**src/hw/rtl/mlpf_pkg.sv**
```systemverilog
// Shared types, constants and codes of the multilink PPP fragmenter.
package mlpf_pkg;

	localparam int SEQ_WIDTH   = 24;
	localparam int HDR_SEQ_W   = 24;
	localparam int QUEUE_DEPTH = 4;
	localparam int QPTR_W      = $clog2(QUEUE_DEPTH);
	localparam int QCNT_W      = $clog2(QUEUE_DEPTH + 1);
	localparam int CFG_IDX_W   = 2;
	localparam int CFG_DATA_W  = 16;

	localparam logic [CFG_IDX_W-1:0] REG_FRAG_SIZE         = 2'd0;
	localparam logic [CFG_IDX_W-1:0] REG_SHORT_SEQUENCE    = 2'd1;
	localparam logic [CFG_IDX_W-1:0] REG_SEND_ADDR_CTRL    = 2'd2;
	localparam logic [CFG_IDX_W-1:0] REG_COMPRESS_PROTOCOL = 2'd3;

	localparam logic [15:0] FRAG_SIZE_RESET = 16'd1500;

	localparam logic [7:0] ADDR_BYTE     = 8'hff;
	localparam logic [7:0] CTRL_BYTE     = 8'h03;
	localparam logic [7:0] PROTO_HI_BYTE = 8'h00;
	localparam logic [7:0] PROTO_LO_BYTE = 8'h3d;
	localparam logic [7:0] FLAG_BEGIN    = 8'h80;
	localparam logic [7:0] FLAG_END      = 8'h40;
	localparam logic [7:0] SEQ_HI_MASK   = 8'h0f;

	typedef struct packed {
		logic [7:0]  data_byte;
		logic        packet_start;
		logic [15:0] packet_length;
	} item_t;

	typedef struct packed {
		logic [7:0] out_byte;
		logic       is_header;
		logic       fragment_last;
		logic       packet_last;
		logic       run_last;
	} result_t;

	typedef struct packed {
		logic [15:0] frag_size;
		logic        short_sequence;
		logic        send_addr_ctrl;
		logic        compress_protocol;
	} cfg_t;

	typedef struct packed {
		logic [7:0]           data_byte;
		logic                 need_header;
		logic                 flag_begin;
		logic                 flag_end;
		logic [SEQ_WIDTH-1:0] seq;
		logic                 fragment_last;
		logic                 packet_last;
	} entry_t;

	typedef enum logic [3:0] {
		STEP_IDLE,
		STEP_ADDR,
		STEP_CTRL,
		STEP_PROTO_HI,
		STEP_PROTO_LO,
		STEP_FLAGS,
		STEP_SEQ2,
		STEP_SEQ1,
		STEP_SEQ0,
		STEP_DATA
	} step_t;

endpackage

```
**src/hw/rtl/mlpf_front.sv**
```systemverilog
// Front part: tracks packet and fragment counts and classifies each payload byte.
module mlpf_front import mlpf_pkg::*; (
	input  logic   clk,
	input  logic   arst_n,
	input  cfg_t   cfg,
	input  logic   accept,
	input  item_t  item,
	output logic   push,
	output entry_t entry
);

	logic [15:0]          pkt_left_q;
	logic [15:0]          frag_left_q;
	logic                 first_pend_q;
	logic [SEQ_WIDTH-1:0] seq_q;

	logic [15:0] pl;
	logic [15:0] fl;
	logic        fp;
	logic [15:0] fs;
	logic [15:0] flen;
	logic [15:0] fl_use;
	logic [15:0] fl_next;
	logic [15:0] pl_next;
	logic        need_hdr;

	always_comb begin
		if (item.packet_start) begin
			pl = (item.packet_length == 16'd0) ? 16'd1 : item.packet_length;
			fl = 16'd0;
			fp = 1'b1;
		end else begin
			pl = pkt_left_q;
			fl = frag_left_q;
			fp = first_pend_q;
		end
		fs       = (cfg.frag_size == 16'd0) ? 16'd1 : cfg.frag_size;
		flen     = (fs < pl) ? fs : pl;
		need_hdr = (fl == 16'd0);
		fl_use   = need_hdr ? flen : fl;
		fl_next  = fl_use - 16'd1;
		pl_next  = pl - 16'd1;
	end

	assign push = accept && (pl != 16'd0);

	always_comb begin
		entry.data_byte     = item.data_byte;
		entry.need_header   = need_hdr;
		entry.flag_begin    = fp;
		entry.flag_end      = (flen == pl);
		entry.seq           = seq_q;
		entry.fragment_last = (fl_next == 16'd0);
		entry.packet_last   = (pl_next == 16'd0);
	end

	always_ff @(posedge clk or negedge arst_n) begin
		if (!arst_n) begin
			pkt_left_q   <= '0;
			frag_left_q  <= '0;
			first_pend_q <= 1'b0;
			seq_q        <= '0;
		end else if (accept) begin
			if (push) begin
				pkt_left_q  <= pl_next;
				frag_left_q <= fl_next;
				if (need_hdr) begin
					seq_q        <= seq_q + SEQ_WIDTH'(1);
					first_pend_q <= 1'b0;
				end else begin
					first_pend_q <= fp;
				end
			end else begin
				pkt_left_q   <= pl;
				frag_left_q  <= fl;
				first_pend_q <= fp;
			end
		end
	end

endmodule

```
**src/hw/rtl/mlpf_queue.sv**
```systemverilog
// Short queue of classified bytes between the front and back parts.
module mlpf_queue import mlpf_pkg::*; (
	input  logic   clk,
	input  logic   arst_n,
	input  logic   push,
	input  entry_t push_entry,
	input  logic   pop,
	output entry_t head,
	output logic   full,
	output logic   empty
);

	entry_t             mem_q [QUEUE_DEPTH];
	logic [QPTR_W-1:0]  wr_ptr_q;
	logic [QPTR_W-1:0]  rd_ptr_q;
	logic [QCNT_W-1:0]  count_q;
	logic               do_push;
	logic               do_pop;

	assign full    = (count_q == QCNT_W'(QUEUE_DEPTH));
	assign empty   = (count_q == '0);
	assign do_push = push && !full;
	assign do_pop  = pop && !empty;
	assign head    = mem_q[rd_ptr_q];

	always_ff @(posedge clk) begin
		if (do_push) begin
			mem_q[wr_ptr_q] <= push_entry;
		end
	end

	always_ff @(posedge clk or negedge arst_n) begin
		if (!arst_n) begin
			wr_ptr_q <= '0;
			rd_ptr_q <= '0;
			count_q  <= '0;
		end else begin
			if (do_push) begin
				wr_ptr_q <= (wr_ptr_q == QPTR_W'(QUEUE_DEPTH - 1)) ? '0 : wr_ptr_q + QPTR_W'(1);
			end
			if (do_pop) begin
				rd_ptr_q <= (rd_ptr_q == QPTR_W'(QUEUE_DEPTH - 1)) ? '0 : rd_ptr_q + QPTR_W'(1);
			end
			if (do_push && !do_pop) begin
				count_q <= count_q + QCNT_W'(1);
			end else if (do_pop && !do_push) begin
				count_q <= count_q - QCNT_W'(1);
			end
		end
	end

endmodule

```
**src/hw/rtl/mlpf_back.sv**
```systemverilog
// Back part: expands each queued byte into its payload beat, preceded by header bytes when it opens a fragment.
module mlpf_back import mlpf_pkg::*; (
	input  logic    clk,
	input  logic    arst_n,
	input  cfg_t    cfg,
	input  entry_t  head,
	input  logic    empty,
	output logic    pop,
	output logic    result_valid,
	input  logic    result_stall,
	output result_t result
);

	step_t                step_q;
	step_t                step_d;
	step_t                cur;
	step_t                first_hdr;
	logic                 adv;
	logic                 emit;
	result_t              res_d;
	result_t              out_q;
	logic                 out_valid_q;
	logic [HDR_SEQ_W-1:0] seq_ext;
	logic [7:0]           flags;

	assign adv       = !out_valid_q || !result_stall;
	assign emit      = adv && !empty;
	assign first_hdr = cfg.send_addr_ctrl ? STEP_ADDR :
	                   (cfg.compress_protocol ? STEP_PROTO_LO : STEP_PROTO_HI);
	assign cur       = (step_q == STEP_IDLE) ?
	                   (head.need_header ? first_hdr : STEP_DATA) : step_q;
	assign pop       = emit && (cur == STEP_DATA);

	always_comb begin
		step_d = step_q;
		if (emit) begin
			unique case (cur)
				STEP_ADDR:     step_d = STEP_CTRL;
				STEP_CTRL:     step_d = cfg.compress_protocol ? STEP_PROTO_LO : STEP_PROTO_HI;
				STEP_PROTO_HI: step_d = STEP_PROTO_LO;
				STEP_PROTO_LO: step_d = STEP_FLAGS;
				STEP_FLAGS:    step_d = cfg.short_sequence ? STEP_SEQ0 : STEP_SEQ2;
				STEP_SEQ2:     step_d = STEP_SEQ1;
				STEP_SEQ1:     step_d = STEP_SEQ0;
				STEP_SEQ0:     step_d = STEP_DATA;
				default:       step_d = STEP_IDLE;
			endcase
		end
	end

	always_comb begin
		seq_ext = HDR_SEQ_W'(head.seq);
		flags   = (head.flag_begin ? FLAG_BEGIN : 8'h00) | (head.flag_end ? FLAG_END : 8'h00);
		if (cfg.short_sequence) begin
			flags = flags | ({4'h0, seq_ext[11:8]} & SEQ_HI_MASK);
		end
		res_d.is_header     = (cur != STEP_DATA);
		res_d.fragment_last = 1'b0;
		res_d.packet_last   = 1'b0;
		res_d.run_last      = 1'b0;
		unique case (cur)
			STEP_ADDR:     res_d.out_byte = ADDR_BYTE;
			STEP_CTRL:     res_d.out_byte = CTRL_BYTE;
			STEP_PROTO_HI: res_d.out_byte = PROTO_HI_BYTE;
			STEP_PROTO_LO: res_d.out_byte = PROTO_LO_BYTE;
			STEP_FLAGS:    res_d.out_byte = flags;
			STEP_SEQ2:     res_d.out_byte = seq_ext[23:16];
			STEP_SEQ1:     res_d.out_byte = seq_ext[15:8];
			STEP_SEQ0:     res_d.out_byte = seq_ext[7:0];
			STEP_DATA: begin
				res_d.out_byte      = head.data_byte;
				res_d.fragment_last = head.fragment_last;
				res_d.packet_last   = head.packet_last;
				res_d.run_last      = 1'b1;
			end
			default:       res_d.out_byte = 8'h00;
		endcase
	end

	always_ff @(posedge clk or negedge arst_n) begin
		if (!arst_n) begin
			step_q      <= STEP_IDLE;
			out_valid_q <= 1'b0;
		end else begin
			step_q <= step_d;
			if (adv) begin
				out_valid_q <= !empty;
			end
		end
	end

	always_ff @(posedge clk) begin
		if (emit) begin
			out_q <= res_d;
		end
	end

	assign result_valid = out_valid_q;
	assign result       = out_q;

endmodule

```
**src/hw/rtl/multilink_ppp_fragmenter_top.sv**
```systemverilog
// Top level of the multilink PPP fragmenter: configuration registers and part wiring.
//
//   channel  direction  handshake                    beat
//   item     in         item_valid / item_stall      one payload byte with start and length
//   result   out        result_valid / result_stall  one header or payload byte
//   cfg      in         cfg_we                       one register write
//
// A payload byte inside a fragment goes through the queue and the output register; such beats
// flow at one per cycle while result_stall is low. The first byte of a fragment waits while the
// back part emits the link and multilink header bytes, one per unstalled cycle, from its step sequencer.
// A four-entry queue lets the input keep flowing during header insertion until it fills.
// Reset clears counters, queue pointers and the output valid; no clearing pass is needed.
module multilink_ppp_fragmenter_top import mlpf_pkg::*; (
	input  logic                  clk,
	input  logic                  arst_n,
	input  logic                  item_valid,
	output logic                  item_stall,
	input  item_t                 item,
	output logic                  result_valid,
	input  logic                  result_stall,
	output result_t               result,
	input  logic                  cfg_we,
	input  logic [CFG_IDX_W-1:0]  cfg_index,
	input  logic [CFG_DATA_W-1:0] cfg_data
);

	cfg_t   cfg_q;
	logic   accept;
	logic   push;
	entry_t entry;
	entry_t head;
	logic   pop;
	logic   full;
	logic   empty;

	always_ff @(posedge clk or negedge arst_n) begin
		if (!arst_n) begin
			cfg_q.frag_size         <= FRAG_SIZE_RESET;
			cfg_q.short_sequence    <= 1'b0;
			cfg_q.send_addr_ctrl    <= 1'b1;
			cfg_q.compress_protocol <= 1'b0;
		end else if (cfg_we) begin
			unique case (cfg_index)
				REG_FRAG_SIZE:         cfg_q.frag_size         <= cfg_data[15:0];
				REG_SHORT_SEQUENCE:    cfg_q.short_sequence    <= cfg_data[0];
				REG_SEND_ADDR_CTRL:    cfg_q.send_addr_ctrl    <= cfg_data[0];
				REG_COMPRESS_PROTOCOL: cfg_q.compress_protocol <= cfg_data[0];
				default:               cfg_q <= cfg_q;
			endcase
		end
	end

	assign item_stall = full;
	assign accept     = item_valid && !full;

	mlpf_front u_front (
		.clk    (clk),
		.arst_n (arst_n),
		.cfg    (cfg_q),
		.accept (accept),
		.item   (item),
		.push   (push),
		.entry  (entry)
	);

	mlpf_queue u_queue (
		.clk        (clk),
		.arst_n     (arst_n),
		.push       (push),
		.push_entry (entry),
		.pop        (pop),
		.head       (head),
		.full       (full),
		.empty      (empty)
	);

	mlpf_back u_back (
		.clk          (clk),
		.arst_n       (arst_n),
		.cfg          (cfg_q),
		.head         (head),
		.empty        (empty),
		.pop          (pop),
		.result_valid (result_valid),
		.result_stall (result_stall),
		.result       (result)
	);

`ifndef SYNTHESIS
	assert property (@(posedge clk) disable iff (!arst_n)
		result_valid && result.is_header |-> !result.run_last && !result.fragment_last)
		else $error("header beat carries payload marks");

	assert property (@(posedge clk) disable iff (!arst_n)
		result_valid && result.packet_last |-> result.fragment_last)
		else $error("packet ends inside a fragment");

	assert property (@(posedge clk) disable iff (!arst_n)
		result_valid && !result.is_header |-> result.run_last)
		else $error("payload beat without end of run");

	assert property (@(posedge clk) disable iff (!arst_n)
		full |-> !empty)
		else $error("queue full and empty at once");
`endif

endmodule
```
**config.mk**
```make
export PLATFORM = sky130hd
export DESIGN_NAME = multilink_ppp_fragmenter_top
export DESIGN_NICKNAME = d
export VERILOG_FILES = /design/src/hw/rtl/mlpf_pkg.sv /design/src/hw/rtl/mlpf_front.sv /design/src/hw/rtl/mlpf_queue.sv /design/src/hw/rtl/mlpf_back.sv /design/src/hw/rtl/multilink_ppp_fragmenter_top.sv
export SDC_FILE = /design/constraint.sdc
export NUM_CORES = 1
export LEC_CHECK = 0
export ABC_CLOCK_PERIOD_IN_PS = 11800
export CELL_PAD_IN_SITES_DETAIL_PLACEMENT = 1
export CELL_PAD_IN_SITES_GLOBAL_PLACEMENT = 1
export CORE_MARGIN = 5
export CORE_UTILIZATION = 50
export CTS_BUF_LIST = sky130_fd_sc_hd__clkbuf_4 sky130_fd_sc_hd__clkbuf_8 sky130_fd_sc_hd__clkbuf_16
export DETAILED_ROUTE_END_ITERATION = 8
export DONT_BUFFER_PORTS = 1
export GPL_ROUTABILITY_DRIVEN = 0
export GPL_TIMING_DRIVEN = 0
export HOLD_SLACK_MARGIN = 0.12
export PLACE_DENSITY = 0.82
export REMOVE_ABC_BUFFERS = 1
export SYNTH_ARGS = -nofsm -noshare
export SYNTH_HDL_FRONTEND = slang
export SYNTH_HIERARCHICAL = 1
export SYNTH_SLANG_ARGS = --single-unit
```
**constraint.sdc**
```tcl
create_clock -name clk -period 11.8 [get_ports clk]
set_clock_uncertainty 0.1 [all_clocks]
set_input_delay 1.77 -clock clk [delete_from_list [all_inputs] [get_ports clk]]
set_output_delay 1.77 -clock clk [all_outputs]
set_load 0.02 [all_outputs]
```
==> flow_metrics.env, run 1 <==
export IMPL_post_cts_hold_buffer_count=0
export IMPL_clock_fmax_ghz=0.162
export IMPL_critPathMaxStageDelay_ps=840
export IMPL_synth_yosys_seq_area_share_pct=58.2
export IMPL_synth_mux_area_fraction_pct=11.2
export IMPL_yosysWarnings=6
export IMPL_io_pins=62
export IMPL_netlist_cell_type_count=92
export IMPL_p_total_mw=3.42
export IMPL_yosys_area_share_xor_xnor_pct=4.65
export IMPL_antenna_found_initial=0
export IMPL_run_status="complete, no violations"
export IMPL_launch_instance_of_the_worst_register_to_register_path="u_queue/count_q[0]$_DFFE_PN0P_"
export IMPL_area_delta_synth_final_pct=9.08
export IMPL_layout_cells_most_common_list="edfxtp_1 (160), dfrtp_1 (78), nand2_1 (52), nor2_1 (49)"
export IMPL_number_of_violations_reported_at_the_end_of_detailed_routing_iteration_0=715
export IMPL_finalCriticalPeriod_ps=6170
export IMPL_synth_edf_count=160
export IMPL_io_buffer_count=0
export IMPL_grt_pass1_vias=8130
export IMPL_clk_transition_reported_paths_ps=70
export IMPL_ctsResizeCount=0
export IMPL_netlist_area_leader_share_pct=39.9
export IMPL_post_cts_setup_buffers=0
export IMPL_vias=7583
export IMPL_globalRouteTotalUtil_pct=23.1
export IMPL_grt_pass1_wl_um=48400
export IMPL_finalHoldViolCount=0
export IMPL_hpwl_um=19700
export IMPL_cts_buffers_inserted=26
export IMPL_synth_simple_area_share_pct=10.8
export IMPL_antenna_cells=0
export IMPL_finalInstanceArea_um2=13100
export IMPL_power_per_cell_area_nw_per_um2=260
export IMPL_count_of_standard_cell_rows=56
export IMPL_floorplan_die_height_um=165
export IMPL_timing_slew_headroom_pct=23.7
export IMPL_timing_worst_setup_path_type="primary input to flip-flop"
export IMPL_final_max_slew_viol_count=0
export IMPL_final_layout_size_suffix_gt1_share_pct=18.4
export IMPL_avgSynthCellArea_um2=13.6
export IMPL_layout_commonest_cell="edfxtp_1"
export IMPL_drc=0
export IMPL_gr_total_overflow=0
export IMPL_clock_sink_count=248
export IMPL_routed_wirelength_um=30900
export IMPL_clk_latency_ps=530
export IMPL_worst_r2r_cell_count=7
export IMPL_core_um2=23600
export IMPL_routed_vias_inst=6.33
export IMPL_synth_area_um2=12000
export IMPL_placedCellCount=1150
export IMPL_vdd_ir_drop_max_v=0.000139
export IMPL_tritoncts_clock_tree="built"
export IMPL_async_flop_share_pct=35.5
export IMPL_critical_path_cell_by_cell="mux2i_1 -> ha_1 -> a22o_1 -> o41ai_1 -> nand3_1 -> or3_2 -> a32oi_2 -> o2111a_2 -> and3_1 -> nand4b_1 -> xnor2_1 -> and4_1"
export IMPL_routed_wire_length_per_instance_um=25.8
export IMPL_die_x_um=165
export IMPL_final_nets=930
export IMPL_main_combinational_cell_family_by_area_after_synthesis="multiplexers"
export IMPL_worstPathMaxFanout=36
export IMPL_crit_path_start_kind="primary input"
export IMPL_grt_setup_unrepaired="no"
export IMPL_drv_max_cap_violation_count=0
export IMPL_holdPathStages=1
export IMPL_clock_tree_htree_level_count=1
export IMPL_synthFlopType="edfxtp_1"
export IMPL_crit_arrival_ps=6400
export IMPL_crit_path_end_kind="flip-flop"
export IMPL_crit_path_required_time_ps=12030
export IMPL_static_leakage_power_nw=4.74
export IMPL_place_area_um2=12200
export IMPL_die_area_um2=27300
export IMPL_hold_start="u_front/pkt_left_q[14]$_DFFE_PN0P_"
export IMPL_synth_compound_gate_area_share_pct=9.14
export IMPL_min_delay_path_class="flip-flop to flip-flop"
export IMPL_cts_buffer_depth=3
export IMPL_hold_path_endpoint="u_front/pkt_left_q[14]$_DFFE_PN0P_"
export IMPL_yosys_register_bits=248
export IMPL_yosysTopAreaCell="edfxtp_1"
export IMPL_drt_antenna_violating_nets=0
export IMPL_worst_path_max_delay_cell="mux2i_1"
export IMPL_regToRegSetupSlack_ps=6570
export IMPL_synthesis_instances=885
export IMPL_final_tns_setup_ps=0
export IMPL_final_setup_viol_count=0
export IMPL_root_buffer="clkbuf_16"
export IMPL_grt_max_degree=89
export IMPL_timing_worst_slew_pin_value_ps=1150
export IMPL_layout_cells_non_filler=1198
export IMPL_start_util_pct=51.0
export IMPL_rr_endpoint="u_queue/mem_q[1][7]$_DFFE_PP_"
export IMPL_synthTopCellsByArea="edfxtp_1 (40%), dfrtp_1 (17%), mux4_2 (6.9%)"
export IMPL_final_min_period_over_clock_period_pct=52.3
export IMPL_first_pass_iters=5
export IMPL_synth_fa_ha_area_share_pct=2.45
## layout make-up
class                   count  area, µm²
fillers                  2309      10500
well taps                 319        399
clock inverters            20        285
multi-input cells         558       4610
repair buffers              4       67.6
clock buffers              28        678
flip-flops and latches    248       7020
inverters                  21       78.8
## through the flow
stage / setup WS [ps] / hold slack, ps / utilization [%]
floorplan: 5740 / 354 / -
global placement: 3770 / 368 / 51.2
detailed placement: 5300 / 374 / 51.5
CTS: 5810 / 393 / 55.6
global route: 5430 / 405 / 55.7
finish: 5630 / 397 / 55.7
## cell usage after synthesis, types with 8 or more instances
cell type	count
clkbuf_1	24
buf_2	8
xnor2_1	37
edfxtp_1	160
nand3_1	30
and3_1	12
a21oi_1	27
ha_1	22
o21ai_0	33
and2_1	8
nor4_1	12
nand2_1	52
nor3_1	16
dfstp_2	8
nand4_1	12
buf_4	19
xor2_1	27
mux2i_1	21
inv_1	18
dfrtp_1	80
nor2_1	50
a22o_1	13
mux2_2	24
mux4_2	37
## critical path: cells and delay by family
family          cells  cell delay [ps]
fa+ha+maj           1              390
mux                 1              840
simple gates        5             1920
xor+xnor            1              210
compound gates      4             1240
## worst max path at each step
stage,startpoint,to,slack (ps),depth (start not counted)
after floorplan,item[3],u_queue/mem_q[3][0]$_DFFE_PP_,5740,11
after global placement,item[3],u_queue/mem_q[3][14]$_DFFE_PP_,3770,11
after detailed placement,item[16],u_queue/mem_q[0][1]$_DFFE_PP_,5300,12
after CTS,item[9],u_queue/mem_q[0][28]$_DFFE_PP_,5810,11
after global routing,item[16],u_queue/mem_q[0][1]$_DFFE_PP_,5430,12
final,item[16],u_queue/mem_q[0][1]$_DFFE_PP_,5630,12
## sequential cells by signal, indices dropped and copies added (netlist names)
signal / count
u_front/first_pend_q: 1
u_queue/mem_q: 148
u_front/seq_q: 24
u_front/frag_left_q: 16
cfg_q: 19
u_front/pkt_left_q: 16
u_queue/wr_ptr_q: 2
u_back/result_valid: 1
u_back/step_q: 4
u_queue/count_q: 3
u_queue/rd_ptr_q: 2
u_back/result: 12
## power by group
part           internal (mW)  switching [mW]
clock                  0.552           0.353
sequential              1.20           0.234
combinational          0.449           0.632
## logic make-up after synthesis
family / Yosys count
adders and majority gates: 23
xor gates and xnor gates: 64
and+or+nand+nor: 241
DFF: 248
buffers and inverters: 79
AOI/OAI and AO/OA: 146
muxes: 84
## per-layer routing
layer  share of wire (%)  track usage [%]  vias up
met5                   0                0        -
met4                 2.7             6.35        0
met3                 6.6             3.57       69
met2                  49             39.2      284
met1                  41             31.3     3930
li1                    -                -     3300
Note: power is estimated with default switching activity, not from simulation.
==> inputs of run 2 (changes only) <==
Settings changed: ABC_CLOCK_PERIOD_IN_PS 11800 to 6100.
Clock period 11.8 ns to 6.1 ns, I/O delays scaled along.
==> flow_metrics.env, run 2 (same netlist as run 1, synthesis figures left out) <==
export IMPL_drc=0
export IMPL_routed_top_layer="met4"
export IMPL_registers_top_by_ff_count="u_queue/mem_q"
export IMPL_number_of_violations_reported_at_the_end_of_detailed_routing_iteration_0=750
export IMPL_layout_cells_non_filler=1200
export IMPL_regToRegSetupSlack_ps=860
export IMPL_worst_r2r_cell_count=12
export IMPL_routed_vias_inst=6.36
export IMPL_core_um2=23600
export IMPL_hpwl_um=19700
export IMPL_die_x_um=165
export IMPL_count_of_standard_cell_rows=56
export IMPL_final_tns_setup_ps=0
export IMPL_flip_flop_count_of_the_largest_register_after_layout=148
export IMPL_p_total_mw=6.64
export IMPL_layout_commonest_cell="edfxtp_1"
export IMPL_clock_tree_htree_level_count=1
export IMPL_post_cts_setup_buffers=0
export IMPL_root_buffer="clkbuf_16"
export IMPL_route_met3_wl_um=2130
export IMPL_antenna_found_initial=0
export IMPL_die_area_um2=27300
export IMPL_static_leakage_power_nw=4.76
export IMPL_final_layout_size_suffix_gt1_share_pct=18.5
export IMPL_final_setup_viol_count=0
export IMPL_io_buffer_count=0
export IMPL_finalInstanceArea_um2=13200
export IMPL_launch_instance_of_the_worst_register_to_register_path="u_front/pkt_left_q[11]$_DFFE_PN0P_"
export IMPL_clk_latency_ps=530
export IMPL_finalHoldViolCount=0
export IMPL_io_pins=62
export IMPL_routed_wirelength_um=31200
export IMPL_timing_slew_headroom_pct=23.7
export IMPL_post_cts_hold_buffer_count=2
export IMPL_vias=7628
export IMPL_min_delay_path_class="primary input to async pin"
export IMPL_crit_arrival_ps=5570
export IMPL_critical_path_capture_point="u_queue/mem_q[0][1]$_DFFE_PP_"
export IMPL_clk_transition_reported_paths_ps=70
export IMPL_antenna_cells=0
export IMPL_power_per_cell_area_nw_per_um2=504
export IMPL_first_pass_iters=6
export IMPL_ctsResizeCount=0
export IMPL_grt_max_degree=81
export IMPL_routedLengthMet1_um=12800
export IMPL_start_util_pct=51.0
export IMPL_crit_path_required_time_ps=6330
export IMPL_timing_worst_setup_path_type="primary input to flip-flop"
export IMPL_timing_worst_slew_pin_value_ps=1140
export IMPL_placement_setup_worst_slack_ps=457
export IMPL_crit_path_end_kind="flip-flop"
export IMPL_gr_total_overflow=0
export IMPL_floorplan_die_height_um=165
export IMPL_cts_buffers_inserted=26
export IMPL_run_status="complete, no violations"
export IMPL_grt_pass1_wl_um=48700
export IMPL_vdd_ir_drop_max_v=0.000267
export IMPL_drt_antenna_violating_nets=0
export IMPL_final_nets=932
export IMPL_multi_input_area_um2=4610
export IMPL_crit_path_start="item[16]"
export IMPL_placedCellCount=1150
export IMPL_fillerInstances=2307
export IMPL_finalCriticalPeriod_ps=5350
export IMPL_crit_path_start_kind="primary input"
export IMPL_cts_buffer_depth=3
export IMPL_grt_pass1_vias=8145
export IMPL_routed_wire_length_per_instance_um=26.0
export IMPL_reg_largest_list="u_queue/mem_q (148), u_front/seq_q (24), cfg_q (19)"
export IMPL_final_setup_worst_slack_ps=754
export IMPL_rr_endpoint="u_queue/mem_q[0][1]$_DFFE_PP_"
export IMPL_routed_wl_met2_um=15500
export IMPL_ff_latch_area_um2=7020
export IMPL_clock_sink_count=248
export IMPL_worstPathMaxFanout=36
export IMPL_tritoncts_clock_tree="built"
export IMPL_area_delta_synth_final_pct=9.39
export IMPL_final_max_slew_viol_count=0
export IMPL_drv_max_cap_violation_count=0
export IMPL_layout_cells_most_common_list="edfxtp_1 (160), dfrtp_1 (78), nand2_1 (52), nor2_1 (49)"
export IMPL_final_min_period_over_clock_period_pct=87.6
export IMPL_grt_setup_unrepaired="no"
export IMPL_clock_fmax_ghz=0.187
export IMPL_place_area_um2=12200
export IMPL_globalRouteTotalUtil_pct=23.3
[run 2: changes by cell type in the layout (fill, tap and decap cells not counted)]
| cell | before | now |
|---|---|---|
| buf_16 | 0 | 1 |
| dlygate4sd3_1 | 0 | 1 |
[run 2: report_power, final]
group          switching [mW]  total, mW  internal (mW)
registers               0.453       2.77           2.32
logic                    1.24       2.11          0.871
clock network           0.685       1.75           1.07
total                    2.38       6.64           4.26
[run 2: routing by layer]
metal / track usage (%) / up-vias
li1: - / 3303
met1: 31.4 / 3967
met2: 39.6 / 297
met3: 3.72 / 61
met4: 6.31 / 0
met5: 0 / -
[run 2: worst min-delay path by stage]
stage	start	to	slack [ps]	depth (start not counted)
after floorplan	u_front/first_pend_q$_DFFE_PN0P_	u_front/first_pend_q$_DFFE_PN0P_	350	2
after global placement	u_front/first_pend_q$_DFFE_PN0P_	u_front/first_pend_q$_DFFE_PN0P_	370	2
after detailed placement	u_front/pkt_left_q[8]$_DFFE_PN0P_	u_front/pkt_left_q[8]$_DFFE_PN0P_	370	1
after CTS	arst_n	u_front/seq_q[6]$_DFFE_PN0P_	200	1
after global routing	arst_n	u_front/seq_q[6]$_DFFE_PN0P_	200	1
final	arst_n	u_front/seq_q[14]$_DFFE_PN0P_	190	1
[run 2: critical path: stages]
cell	delay, ps
mux2i_1	850
ha_1	390
a22o_1	190
o41ai_1	400
nand3_1	490
or3_2	610
a32oi_2	300
o2111a_2	360
and3_1	300
nand4b_1	140
xnor2_1	210
and4_1	380
[run 2: area by class of cell]
cell class              count  area share [%]
well taps                 319            3.03
repair buffers              6           0.797
clock buffers              28            5.15
clock inverters            20            2.16
multi-input cells         558            35.0
inverters                  21           0.598
flip-flops and latches    248            53.3
[run 2: stage by stage]
step	hold slack [ps]	utilization, %
global route	204	55.8
CTS	205	55.8
global placement	368	51.2
finish	192	55.8
floorplan	354	-
detailed placement	374	51.5
